File: src/hw/rtl/lsr_pkg.sv
// shared types and constants for the lifo stack with reverse
package lsr_pkg;

  localparam int STACK_DEPTH = 8;
  localparam int PTR_W       = (STACK_DEPTH > 1) ? $clog2(STACK_DEPTH) : 1;
  localparam int LVL_W       = $clog2(STACK_DEPTH + 1);
  localparam int DATA_W      = 32;
  localparam int COUNT_W     = 4;

  typedef enum logic [1:0] {
    OP_PUSH    = 2'd0,
    OP_POP     = 2'd1,
    OP_PEEK    = 2'd2,
    OP_REVERSE = 2'd3
  } op_e;

  typedef enum logic [1:0] {
    ST_OK    = 2'd0,
    ST_FULL  = 2'd1,
    ST_EMPTY = 2'd2
  } status_e;

  typedef struct packed {
    op_e                      opcode;
    logic signed [DATA_W-1:0] push_value;
  } in_req_t;

  typedef struct packed {
    logic signed [DATA_W-1:0] read_value;
    status_e                  status;
    logic [COUNT_W-1:0]       entry_count;
  } out_rsp_t;

  typedef enum logic [2:0] {
    S_IDLE,
    S_EXEC,
    S_RD_LO,
    S_RD_HI,
    S_WR_LO,
    S_WR_HI,
    S_RESP
  } state_e;

  typedef enum logic [1:0] {
    RD_TOP,
    RD_LO,
    RD_HI
  } rd_sel_e;

  typedef enum logic [1:0] {
    WR_PUSH,
    WR_LO,
    WR_HI
  } wr_sel_e;

  typedef enum logic [2:0] {
    RES_OK_ZERO,
    RES_OK_DATA,
    RES_FULL,
    RES_EMPTY_NEG,
    RES_EMPTY_ZERO
  } res_kind_e;

  typedef struct packed {
    logic      load_in;
    rd_sel_e   rd_sel;
    logic      capture_tmp;
    logic      wr_en;
    wr_sel_e   wr_sel;
    logic      lvl_inc;
    logic      lvl_dec;
    logic      ptr_init;
    logic      ptr_step;
    logic      res_load;
    res_kind_e res_kind;
    logic      load_out;
  } dp_cmd_t;

  typedef struct packed {
    op_e  op;
    logic full;
    logic empty;
    logic multi;
    logic more;
    logic out_free;
  } dp_stat_t;

endpackage

File: src/hw/rtl/lsr_dp.sv
// datapath: entry store, fill level, swap pointers, result and output registers
module lsr_dp (
  input  logic              clk_i,
  input  logic              rst_ni,
  input  lsr_pkg::in_req_t  in_req_i,
  input  lsr_pkg::dp_cmd_t  cmd_i,
  output lsr_pkg::dp_stat_t stat_o,
  input  logic              out_stall_i,
  output logic              out_valid_o,
  output lsr_pkg::out_rsp_t out_rsp_o
);
  import lsr_pkg::*;

  logic [DATA_W-1:0]  mem [STACK_DEPTH];
  logic [DATA_W-1:0]  rd_q;
  logic [DATA_W-1:0]  tmp_q;
  logic [DATA_W-1:0]  val_q;
  op_e                op_q;
  logic [LVL_W-1:0]   level_q;
  logic [PTR_W-1:0]   lo_q, hi_q;
  logic [DATA_W-1:0]  res_data_q;
  status_e            res_status_q;
  logic               out_valid_q;
  out_rsp_t           out_q;

  logic [LVL_W-1:0]   lvl_m1;
  logic [PTR_W-1:0]   top_addr;
  logic [PTR_W-1:0]   rd_addr;
  logic [PTR_W-1:0]   wr_addr;
  logic [DATA_W-1:0]  wr_data;
  logic [PTR_W+1:0]   lo_ext;
  logic [PTR_W+1:0]   hi_ext;
  logic [LVL_W+3:0]   lvl_ext;

  assign lvl_m1   = level_q - LVL_W'(1);
  assign top_addr = lvl_m1[PTR_W-1:0];
  assign lo_ext   = (PTR_W+2)'(lo_q) + (PTR_W+2)'(2);
  assign hi_ext   = (PTR_W+2)'(hi_q);
  assign lvl_ext  = (LVL_W+4)'(level_q);

  always_comb begin
    case (cmd_i.rd_sel)
      RD_LO:   rd_addr = lo_q;
      RD_HI:   rd_addr = hi_q;
      default: rd_addr = top_addr;
    endcase
    case (cmd_i.wr_sel)
      WR_LO: begin
        wr_addr = lo_q;
        wr_data = rd_q;
      end
      WR_HI: begin
        wr_addr = hi_q;
        wr_data = tmp_q;
      end
      default: begin
        wr_addr = level_q[PTR_W-1:0];
        wr_data = val_q;
      end
    endcase
  end

  // store with one write port and one read port: one write and one registered read per cycle
  always_ff @(posedge clk_i) begin
    if (cmd_i.wr_en) begin
      mem[wr_addr] <= wr_data;
    end
    rd_q <= mem[rd_addr];
  end

  always_ff @(posedge clk_i) begin
    if (cmd_i.load_in) begin
      op_q  <= in_req_i.opcode;
      val_q <= in_req_i.push_value;
    end
    if (cmd_i.capture_tmp) begin
      tmp_q <= rd_q;
    end
    if (cmd_i.ptr_init) begin
      lo_q <= '0;
      hi_q <= top_addr;
    end else if (cmd_i.ptr_step) begin
      lo_q <= lo_q + PTR_W'(1);
      hi_q <= hi_q - PTR_W'(1);
    end
    if (cmd_i.res_load) begin
      case (cmd_i.res_kind)
        RES_OK_DATA: begin
          res_data_q   <= rd_q;
          res_status_q <= ST_OK;
        end
        RES_FULL: begin
          res_data_q   <= '0;
          res_status_q <= ST_FULL;
        end
        RES_EMPTY_NEG: begin
          res_data_q   <= '1;
          res_status_q <= ST_EMPTY;
        end
        RES_EMPTY_ZERO: begin
          res_data_q   <= '0;
          res_status_q <= ST_EMPTY;
        end
        default: begin
          res_data_q   <= '0;
          res_status_q <= ST_OK;
        end
      endcase
    end
    if (cmd_i.load_out) begin
      out_q.read_value  <= res_data_q;
      out_q.status      <= res_status_q;
      out_q.entry_count <= lvl_ext[COUNT_W-1:0];
    end
  end

  always_ff @(posedge clk_i or negedge rst_ni) begin
    if (!rst_ni) begin
      level_q     <= '0;
      out_valid_q <= 1'b0;
    end else begin
      if (cmd_i.lvl_inc) begin
        level_q <= level_q + LVL_W'(1);
      end else if (cmd_i.lvl_dec) begin
        level_q <= lvl_m1;
      end
      if (cmd_i.load_out) begin
        out_valid_q <= 1'b1;
      end else if (!out_stall_i) begin
        out_valid_q <= 1'b0;
      end
    end
  end

  assign stat_o.op       = op_q;
  assign stat_o.full     = (level_q == LVL_W'(STACK_DEPTH));
  assign stat_o.empty    = (level_q == '0);
  assign stat_o.multi    = (level_q > LVL_W'(1));
  assign stat_o.more     = (lo_ext < hi_ext);
  assign stat_o.out_free = !out_valid_q || !out_stall_i;

  assign out_valid_o = out_valid_q;
  assign out_rsp_o   = out_q;

endmodule

File: src/hw/rtl/lsr_ctrl.sv
// controller: sequences one request and the pairwise swap walk of a reverse
module lsr_ctrl (
  input  logic              clk_i,
  input  logic              rst_ni,
  input  logic              in_valid_i,
  output logic              in_stall_o,
  input  lsr_pkg::dp_stat_t stat_i,
  output lsr_pkg::dp_cmd_t  cmd_o
);
  import lsr_pkg::*;

  state_e state_q, state_d;

  always_ff @(posedge clk_i or negedge rst_ni) begin
    if (!rst_ni) begin
      state_q <= S_IDLE;
    end else begin
      state_q <= state_d;
    end
  end

  always_comb begin
    state_d    = state_q;
    in_stall_o = 1'b1;
    cmd_o      = '0;
    cmd_o.rd_sel   = RD_TOP;
    cmd_o.wr_sel   = WR_PUSH;
    cmd_o.res_kind = RES_OK_ZERO;

    case (state_q)
      S_IDLE: begin
        in_stall_o    = 1'b0;
        cmd_o.load_in = 1'b1;
        if (in_valid_i) begin
          state_d = S_EXEC;
        end
      end
      S_EXEC: begin
        cmd_o.res_load = 1'b1;
        state_d        = S_RESP;
        case (stat_i.op)
          OP_PUSH: begin
            if (stat_i.full) begin
              cmd_o.res_kind = RES_FULL;
            end else begin
              cmd_o.wr_en    = 1'b1;
              cmd_o.lvl_inc  = 1'b1;
              cmd_o.res_kind = RES_OK_ZERO;
            end
          end
          OP_POP: begin
            if (stat_i.empty) begin
              cmd_o.res_kind = RES_EMPTY_NEG;
            end else begin
              cmd_o.lvl_dec  = 1'b1;
              cmd_o.res_kind = RES_OK_DATA;
            end
          end
          OP_PEEK: begin
            cmd_o.res_kind = stat_i.empty ? RES_EMPTY_ZERO : RES_OK_DATA;
          end
          default: begin
            if (stat_i.empty) begin
              cmd_o.res_kind = RES_EMPTY_ZERO;
            end else begin
              cmd_o.res_kind = RES_OK_ZERO;
              if (stat_i.multi) begin
                cmd_o.ptr_init = 1'b1;
                state_d        = S_RD_LO;
              end
            end
          end
        endcase
      end
      S_RD_LO: begin
        cmd_o.rd_sel = RD_LO;
        state_d      = S_RD_HI;
      end
      S_RD_HI: begin
        cmd_o.capture_tmp = 1'b1;
        cmd_o.rd_sel      = RD_HI;
        state_d           = S_WR_LO;
      end
      S_WR_LO: begin
        cmd_o.wr_en  = 1'b1;
        cmd_o.wr_sel = WR_LO;
        state_d      = S_WR_HI;
      end
      S_WR_HI: begin
        cmd_o.wr_en    = 1'b1;
        cmd_o.wr_sel   = WR_HI;
        cmd_o.ptr_step = 1'b1;
        state_d        = stat_i.more ? S_RD_LO : S_RESP;
      end
      S_RESP: begin
        if (stat_i.out_free) begin
          cmd_o.load_out = 1'b1;
          state_d        = S_IDLE;
        end
      end
      default: begin
        state_d = S_IDLE;
      end
    endcase
  end

endmodule

File: src/hw/rtl/lifo_stack_with_reverse.sv
// top level of the bounded lifo stack with in-place reverse
// A bounded stack of STACK_DEPTH signed 32-bit words. Each request carries an
// opcode (push, pop, peek, reverse) and a push value, and yields exactly one
// response with a data word, a status (ok, full, empty) and the entry count
// after the operation. Push, pop and peek accept the request, execute it
// against the store and then load the output register. A reverse of n
// entries does floor(n/2) pairwise swaps, each needing two reads and two
// writes through the store's single read and single write port. The
// output register lets the next request be accepted while a response is
// still stalled downstream. Stack entries hold no reset value; only written
// entries are ever returned.
module lifo_stack_with_reverse (
  input  logic              clk_i,
  input  logic              rst_ni,
  // request channel
  input  logic              in_valid_i,
  output logic              in_stall_o,
  input  lsr_pkg::in_req_t  in_req_i,
  // response channel
  output logic              out_valid_o,
  input  logic              out_stall_i,
  output lsr_pkg::out_rsp_t out_rsp_o
);
  import lsr_pkg::*;

  // command and status between sequencer and datapath
  dp_cmd_t  cmd;
  dp_stat_t stat;

  // state machine: one request at a time, swap walk for reverse
  lsr_ctrl u_ctrl (
    .clk_i      (clk_i),
    .rst_ni     (rst_ni),
    .in_valid_i (in_valid_i),
    .in_stall_o (in_stall_o),
    .stat_i     (stat),
    .cmd_o      (cmd)
  );

  // store, fill level, swap pointers and output register
  lsr_dp u_dp (
    .clk_i       (clk_i),
    .rst_ni      (rst_ni),
    .in_req_i    (in_req_i),
    .cmd_i       (cmd),
    .stat_o      (stat),
    .out_stall_i (out_stall_i),
    .out_valid_o (out_valid_o),
    .out_rsp_o   (out_rsp_o)
  );

endmodule
File: config.mk
export PLATFORM = sky130hd
export DESIGN_NAME = lifo_stack_with_reverse
export DESIGN_NICKNAME = d
export VERILOG_FILES = /design/src/hw/rtl/lsr_pkg.sv /design/src/hw/rtl/lsr_dp.sv /design/src/hw/rtl/lsr_ctrl.sv /design/src/hw/rtl/lifo_stack_with_reverse.sv
export SDC_FILE = /design/constraint.sdc
export NUM_CORES = 1
export LEC_CHECK = 0
export BUFFER_PORTS_ARGS = -buffer_cell sky130_fd_sc_hd__buf_4
export CORE_AREA = 2 2 197 199
export DETAILED_ROUTE_END_ITERATION = 16
export DIE_AREA = 0 0 199 201
export MAX_ROUTING_LAYER = met4
export PLACE_DENSITY = 0.62
export SLEW_MARGIN = 20
export SYNTH_ARGS = -nofsm -noshare
export SYNTH_HDL_FRONTEND = slang
export SYNTH_SLANG_ARGS = --single-unit
File: constraint.sdc
create_clock -name clk_i -period 4.9 [get_ports clk_i]
set_input_delay 0.735 -clock clk_i [delete_from_list [all_inputs] [get_ports clk_i]]
set_output_delay 0.735 -clock clk_i [all_outputs]
set_load 0.01 [all_outputs]
==> Word-level counts from Yosys, hierarchy flattened <==
Memory sizes are Yosys's and may differ from the RTL's. A register that Yosys moved wholly into a read port is not among the register bits.
Index checks and enable logic that the tools add are counted.
{ "totals": {"ramBits": 256, "mem_count": 1, "ff_bits": 152, "out_inout_bits": 40} }
{ "mem_list": {"columns": ["name", "depth", "width", "read_ports", "rd_ports_with_merged_regs", "wr", "line", "source"], "rows": [
  ["u_dp.mem", 8, 32, 1, 1, 1, "lsr_dp.sv:14", "logic [DATA_W-1:0] mem [STACK_DEPTH];"]
]} }
{ "op_classes": {"n_eq_ne": 20, "magnitude_cmp": 2, "mux": 43, "n_reduce_logical": 12, "add_sub_neg": 5} }
{ "op_table": {"columns": ["operator", "n"], "rows": [
  ["$pmux 32 s2", 2],
  ["$mux 3", 11],
  ["$pmux 3 s7", 1],
  ["$mux 1", 17],
  ["$eq 3x2->1 const B", 4],
  ["$eq 3x3->1 const B", 4],
  ["$mux 4", 3],
  ["$pmux 2 s2", 3],
  ["$pmux 3 s2", 2],
  ["$pmux 3 s3", 1],
  ["$eq 2x1->1 const B", 3],
  ["$eq 2x2->1 const B", 3],
  ["$eq 3x1->1 const B", 2],
  ["$lt 5x3->1", 1],
  ["$add 3x2->4 const B", 1],
  ["$add 4x1->4 const B", 1],
  ["$eq 4x4->1 const B", 1],
  ["$gt 4x1->1 const B", 1],
  ["$logic_not 4->1", 1],
  ["$mux 2", 2],
  ["$ne 2x2->1 const B", 2],
  ["$reduce_bool 2->1", 2],
  ["$reduce_or 2->1", 2],
  ["$sub 4x1->4 const B", 1],
  ["other kinds (10)", 11]
]} }

==> Longest topological paths before layout <==
{ "depth": {"ltp_word": 7, "ltp_mapped": 12} }

==> By module <==
A second synthesis with hierarchy kept.
{ "unflattened": {"hier_cells": 1024, "hier_area_um2": 16844.9} }
{ "by_module_without_submodules": {"columns": ["mod", "area_each_um2", "cells_per_inst", "n_inst"], "rows": [
  ["lsr_dp", 16509.6, 981, 1],
  ["lsr_ctrl", 335.3, 43, 1]
]} }

==> Worst setup path after synthesis <==
No wires, ideal clock.
{ "synth_timing": {"kind": "register -> register", "startpoint": "register u_ctrl.state_q[1]", "endpoint": "memory u_dp.mem[6][0] (enable)", "stages_incl_launch_ff": 10, "arrival_time_ns": 4.080, "setup_time_ns": 0.461, "period_less_slack_ns": 4.541, "slack_ns": 0.359, "n_path_buf": 2, "required_ns": 4.439, "path_cell_list": "dfrtp_1 > and2b_1 > nand2_1 > ha_1 > clkbuf_1 > clkbuf_1 > nor2_1 > a21oi_1 > o21ai_1 > nor3_1"} }
{ "synth_between": {"elab_chain_cells": 5} }
{ "synth_lines": {"columns": ["item", "line", "source"], "rows": [
  ["from (decl)", "lsr_ctrl.sv:12", "state_e state_q, state_d;"],
  ["from (signal assigned)", "lsr_ctrl.sv:18", "state_q <= state_d;"],
  ["$eq 3x3->1", "lsr_ctrl.sv:30", "case (state_q)"],
  ["$reduce_or 2->1 (no line)", null, null],
  ["$pmux 1 s2", "lsr_ctrl.sv:30", null],
  ["$mux 1", "lsr_dp.sv:65", "if (cmd_i.wr_en) begin"],
  ["$mux 1 (not written as such)", "lsr_dp.sv:66", "mem[wr_addr] <= wr_data;"],
  ["to (decl)", "lsr_dp.sv:14", null]
]} }
Several ways; a longest one is shown, not always the timed one.

==> Worst setup path after layout <==
{ "layout_timing": {"startpoint": "register u_ctrl.state_q[1]", "endpoint": "memory u_dp.mem[3][20] (enable)"} }
The elaborated chain is that of the path after synthesis.

==> impl_metrics.ini <==
[outcome]
outcome = finished, final reports clean

[final_layout]
final_cell_mix = edfxtp_1 (397), nand2_1 (108), mux2i_1 (101), buf_4 (101), clkbuf_16 (47)
stdcell_area_mm2 = 0.01947
antenna_cells = 0
stdcell_count = 1637
fill_cells = 3161
synthToLayoutAreaGrowth_pct = 15.62
layout_commonest_cell = edfxtp_1
drive_above_1_share_pct = 19.21
fin_util_pct = 51.10
multi_input_area_mm2 = 0.003741
seq_area_mm2 = 0.01282
nets = 1136

[synth]
synth_cell_type_count = 51
yosys.area_share.simple_pct = 4.108
synth-compound-area-share_pct = 10.04
synthMuxAreaShare_pct = 6.003
synth_adder_area_share_pct = 1.114
synth_xor_area_share_pct = 0.3566
synth-seq-cells = 440
yosys_most_used_dff = edfxtp_1
synth_area_mm2 = 0.01684
synthCells = 990
seq_area_frac_synth_pct = 76.13
synth-edff-count = 397
synth_nets = 1043
synth_top_family_by_area = compound AO/OA/AOI/OAI gates
yosys_warnings = 0
avgSynthCellArea_um2 = 17.01
synthArstFlopShare_pct = 1.818

[die]
fp.dieArea_mm2 = 0.04000
core_mm2 = 0.03811
pin_count = 78
rows = 72
die_w_um = 199
die_y_um = 201
start_util_pct = 44.20

[worst_setup_path]
end_kind = flop
cp.arrival_ps = 3810
required_ps = 5090
path_class = reg2reg
start_kind = flop
critPathMaxFanout = 45

[global_routing]
grt_overflow = 0
groute.usage.overall_pct = 18.10
first_global_vias = 8833
grt_start_max_net_pins = 68
grt_antenna_before_repair = 0
grt_pass1_wl_mm = 52.69

[clock_network]
clk_path_buf_depth = 3
htreeDepth = 2
cts_setup_buffers = 0
cts_tree = done
cts_buffers = 45
clock_latency_ps = 560
cts.clk_slew.worst_paths_ps = 60
numClockSinks = 440
cts-root-buf = clkbuf_16

[timing]
rsz0062_at_grt = false
tns_ps = 0
setup_violations = 0
fmax_mhz = 276.1
slew_headroom_pct = 24.61
drv_slew = 0
fin_skew_ps = 13.47
fin_crit_sh_pct = 73.90
period_needed_ps = 3621
tightestPinTransition_ps = 1119
hold_viol = 0

[place]
gp_congestion = 0.8021
placed_cell_area_mm2 = 0.01805
dpl.cell_count = 1552
hpwl_mm = 19.38
port_buffers = 77

[routing]
postRouteAntennaNets = 0
totalWireLength_mm = 34.53
drtIter0Drc = 671
drc = 0
via_count = 8755
routed_via_density = 5.348
drt_first_pass_iters = 5
wl_per_cell_um = 21.09

[power]
irDropWorstVdd_v = 0.0005424
p_leak_uw = 0.007032
total_power_uw = 13910
powerDensity_mw_per_mm2 = 714.2

[run]
cap_violations = 0

[hold_path]
hold_class = in2reg
final timing paths:
| path | from | end | slack [ps] | depth (start not counted) |
|---|---|---|---|---|
| worst min-delay path | in_req_i[9] | u_dp.val_q[9]$_DFFE_PN_ | 340 | 1 |
| min in group asynchronous | rst_ni | u_ctrl.state_q[1]$_DFFE_PN0P_ | 540 | 2 |
| worst max register to register | u_ctrl.state_q[1]$_DFFE_PN0P_ | u_dp.mem[3][20]$_DFFE_PP_ | 1280 | 8 |
| max in group asynchronous | rst_ni | u_dp.level_q[2]$_DFFE_PN0P_ | 4220 | 2 |
| worst min register to register | u_dp.res_data_q[7]$_DFFE_PP_ | u_dp.out_rsp_o[13]$_DFFE_PP_ | 420 | 0 |
| worst max-delay path | u_ctrl.state_q[1]$_DFFE_PN0P_ | u_dp.mem[3][20]$_DFFE_PP_ | 1280 | 8 |
sequential cells by signal (all words and copies together), names as in the netlist:
name	count
u_dp.res_data_q	32
u_dp.rd_q	32
u_ctrl.state_q	3
u_dp.res_status_q	2
u_dp.lo_q	3
u_dp.out_rsp_o	38
u_dp.mem	256
u_dp.tmp_q	32
u_dp.out_valid_o	1
u_dp.hi_q	3
u_dp.op_q	2
u_dp.level_q	4
u_dp.val_q	32
metrics by stage:
| stage | hold slack [ps] | worst slack [ps] |
|---|---|---|
| 3_3_place_gp | 400.8 | 1441 |
| 2_1_floorplan | 400.3 | 358.8 |
| 5_1_grt | 312.0 | 1044 |
| 6_report | 341.1 | 1279 |
| 3_5_place_dp | 404.5 | 1274 |
| 4_1_cts | 307.3 | 1264 |
timing repair:
item,CTS,global route
gates resized for setup,0,0
hold buffers,1,0
hold endpoints to repair,8,0
report_power, final:
part / leakage [uW] / switching (uW) / internal (uW)
registers: 0.00403 / 368 / 5410
logic: 0.00233 / 3090 / 1780
clock network: 0.000676 / 1370 / 1880
critical path: stages (launching register included):
cell	delay [ps]
dfrtp_1	500
and2b_1	320
nand2_1	180
ha_2	900
nor2_1	120
a21oi_1	370
nand2b_1	240
nor2_4	140
buf_4	470
synthesized netlist by cell type (2+ instances only):
| library cell | n | area [um^2] |
|---|---|---|
| xnor2_1 | 2 | 17.52 |
| nor3_1 | 5 | 25.02 |
| mux2i_1 | 101 | 1011 |
| o21ai_0 | 35 | 175.2 |
| nand2_1 | 108 | 405.4 |
| buf_6 | 6 | 67.56 |
| clkbuf_1 | 20 | 75.07 |
| dfxtp_1 | 35 | 700.7 |
| nor2b_1 | 3 | 18.77 |
| ha_1 | 15 | 187.7 |
| inv_1 | 14 | 52.55 |
| nor2_1 | 21 | 78.83 |
| a21o_1 | 32 | 240.2 |
| a22oi_1 | 38 | 285.3 |
| xor2_1 | 3 | 26.28 |
| and2_1 | 2 | 12.51 |
| nand2b_1 | 7 | 43.79 |
| a211oi_1 | 2 | 15.01 |
| o21a_1 | 2 | 15.01 |
| a32o_1 | 32 | 320.3 |
| nand3_1 | 3 | 15.01 |
| nand3b_1 | 2 | 15.01 |
| buf_4 | 8 | 60.06 |
| dfrtp_1 | 8 | 200.2 |
| a221oi_2 | 32 | 480.5 |
| a21oi_1 | 9 | 45.04 |
| buf_2 | 24 | 120.1 |
| edfxtp_1 | 397 | 11920 |
| o31ai_1 | 2 | 15.01 |
logic make-up (layout without fill, tap and decap cells):
logic type,after synthesis,after routing
adders and majority gates,15,15
xor gates and xnor gates,6,6
and+or+nand+nor,160,160
AOI/OAI and AO/OA,195,195
muxes,101,101
DFF,440,440
buffers and inverters,73,202
routing by layer:
metal | up-vias | GRT usage [%] | share of wire, %
met5 | - | - | 0
met2 | 234 | 27.31 | 47
met1 | 4423 | 25.44 | 46
li1 | 4057 | - | -
met3 | 41 | 3.461 | 5.5
met4 | 0 | 4.478 | 1.6
final cells by class:
| type | count | area share (%) |
|---|---|---|
| Clock buffer | 64 | 6.419 |
| Inverter | 15 | 0.2891 |
| Multi-Input combinational cell | 477 | 19.21 |
| Sequential cell | 440 | 65.84 |
| Tap cell | 518 | 3.328 |
| Clock inverter | 19 | 0.7196 |
| Timing Repair Buffer | 104 | 4.189 |
Power figures use the tool's default switching activity.
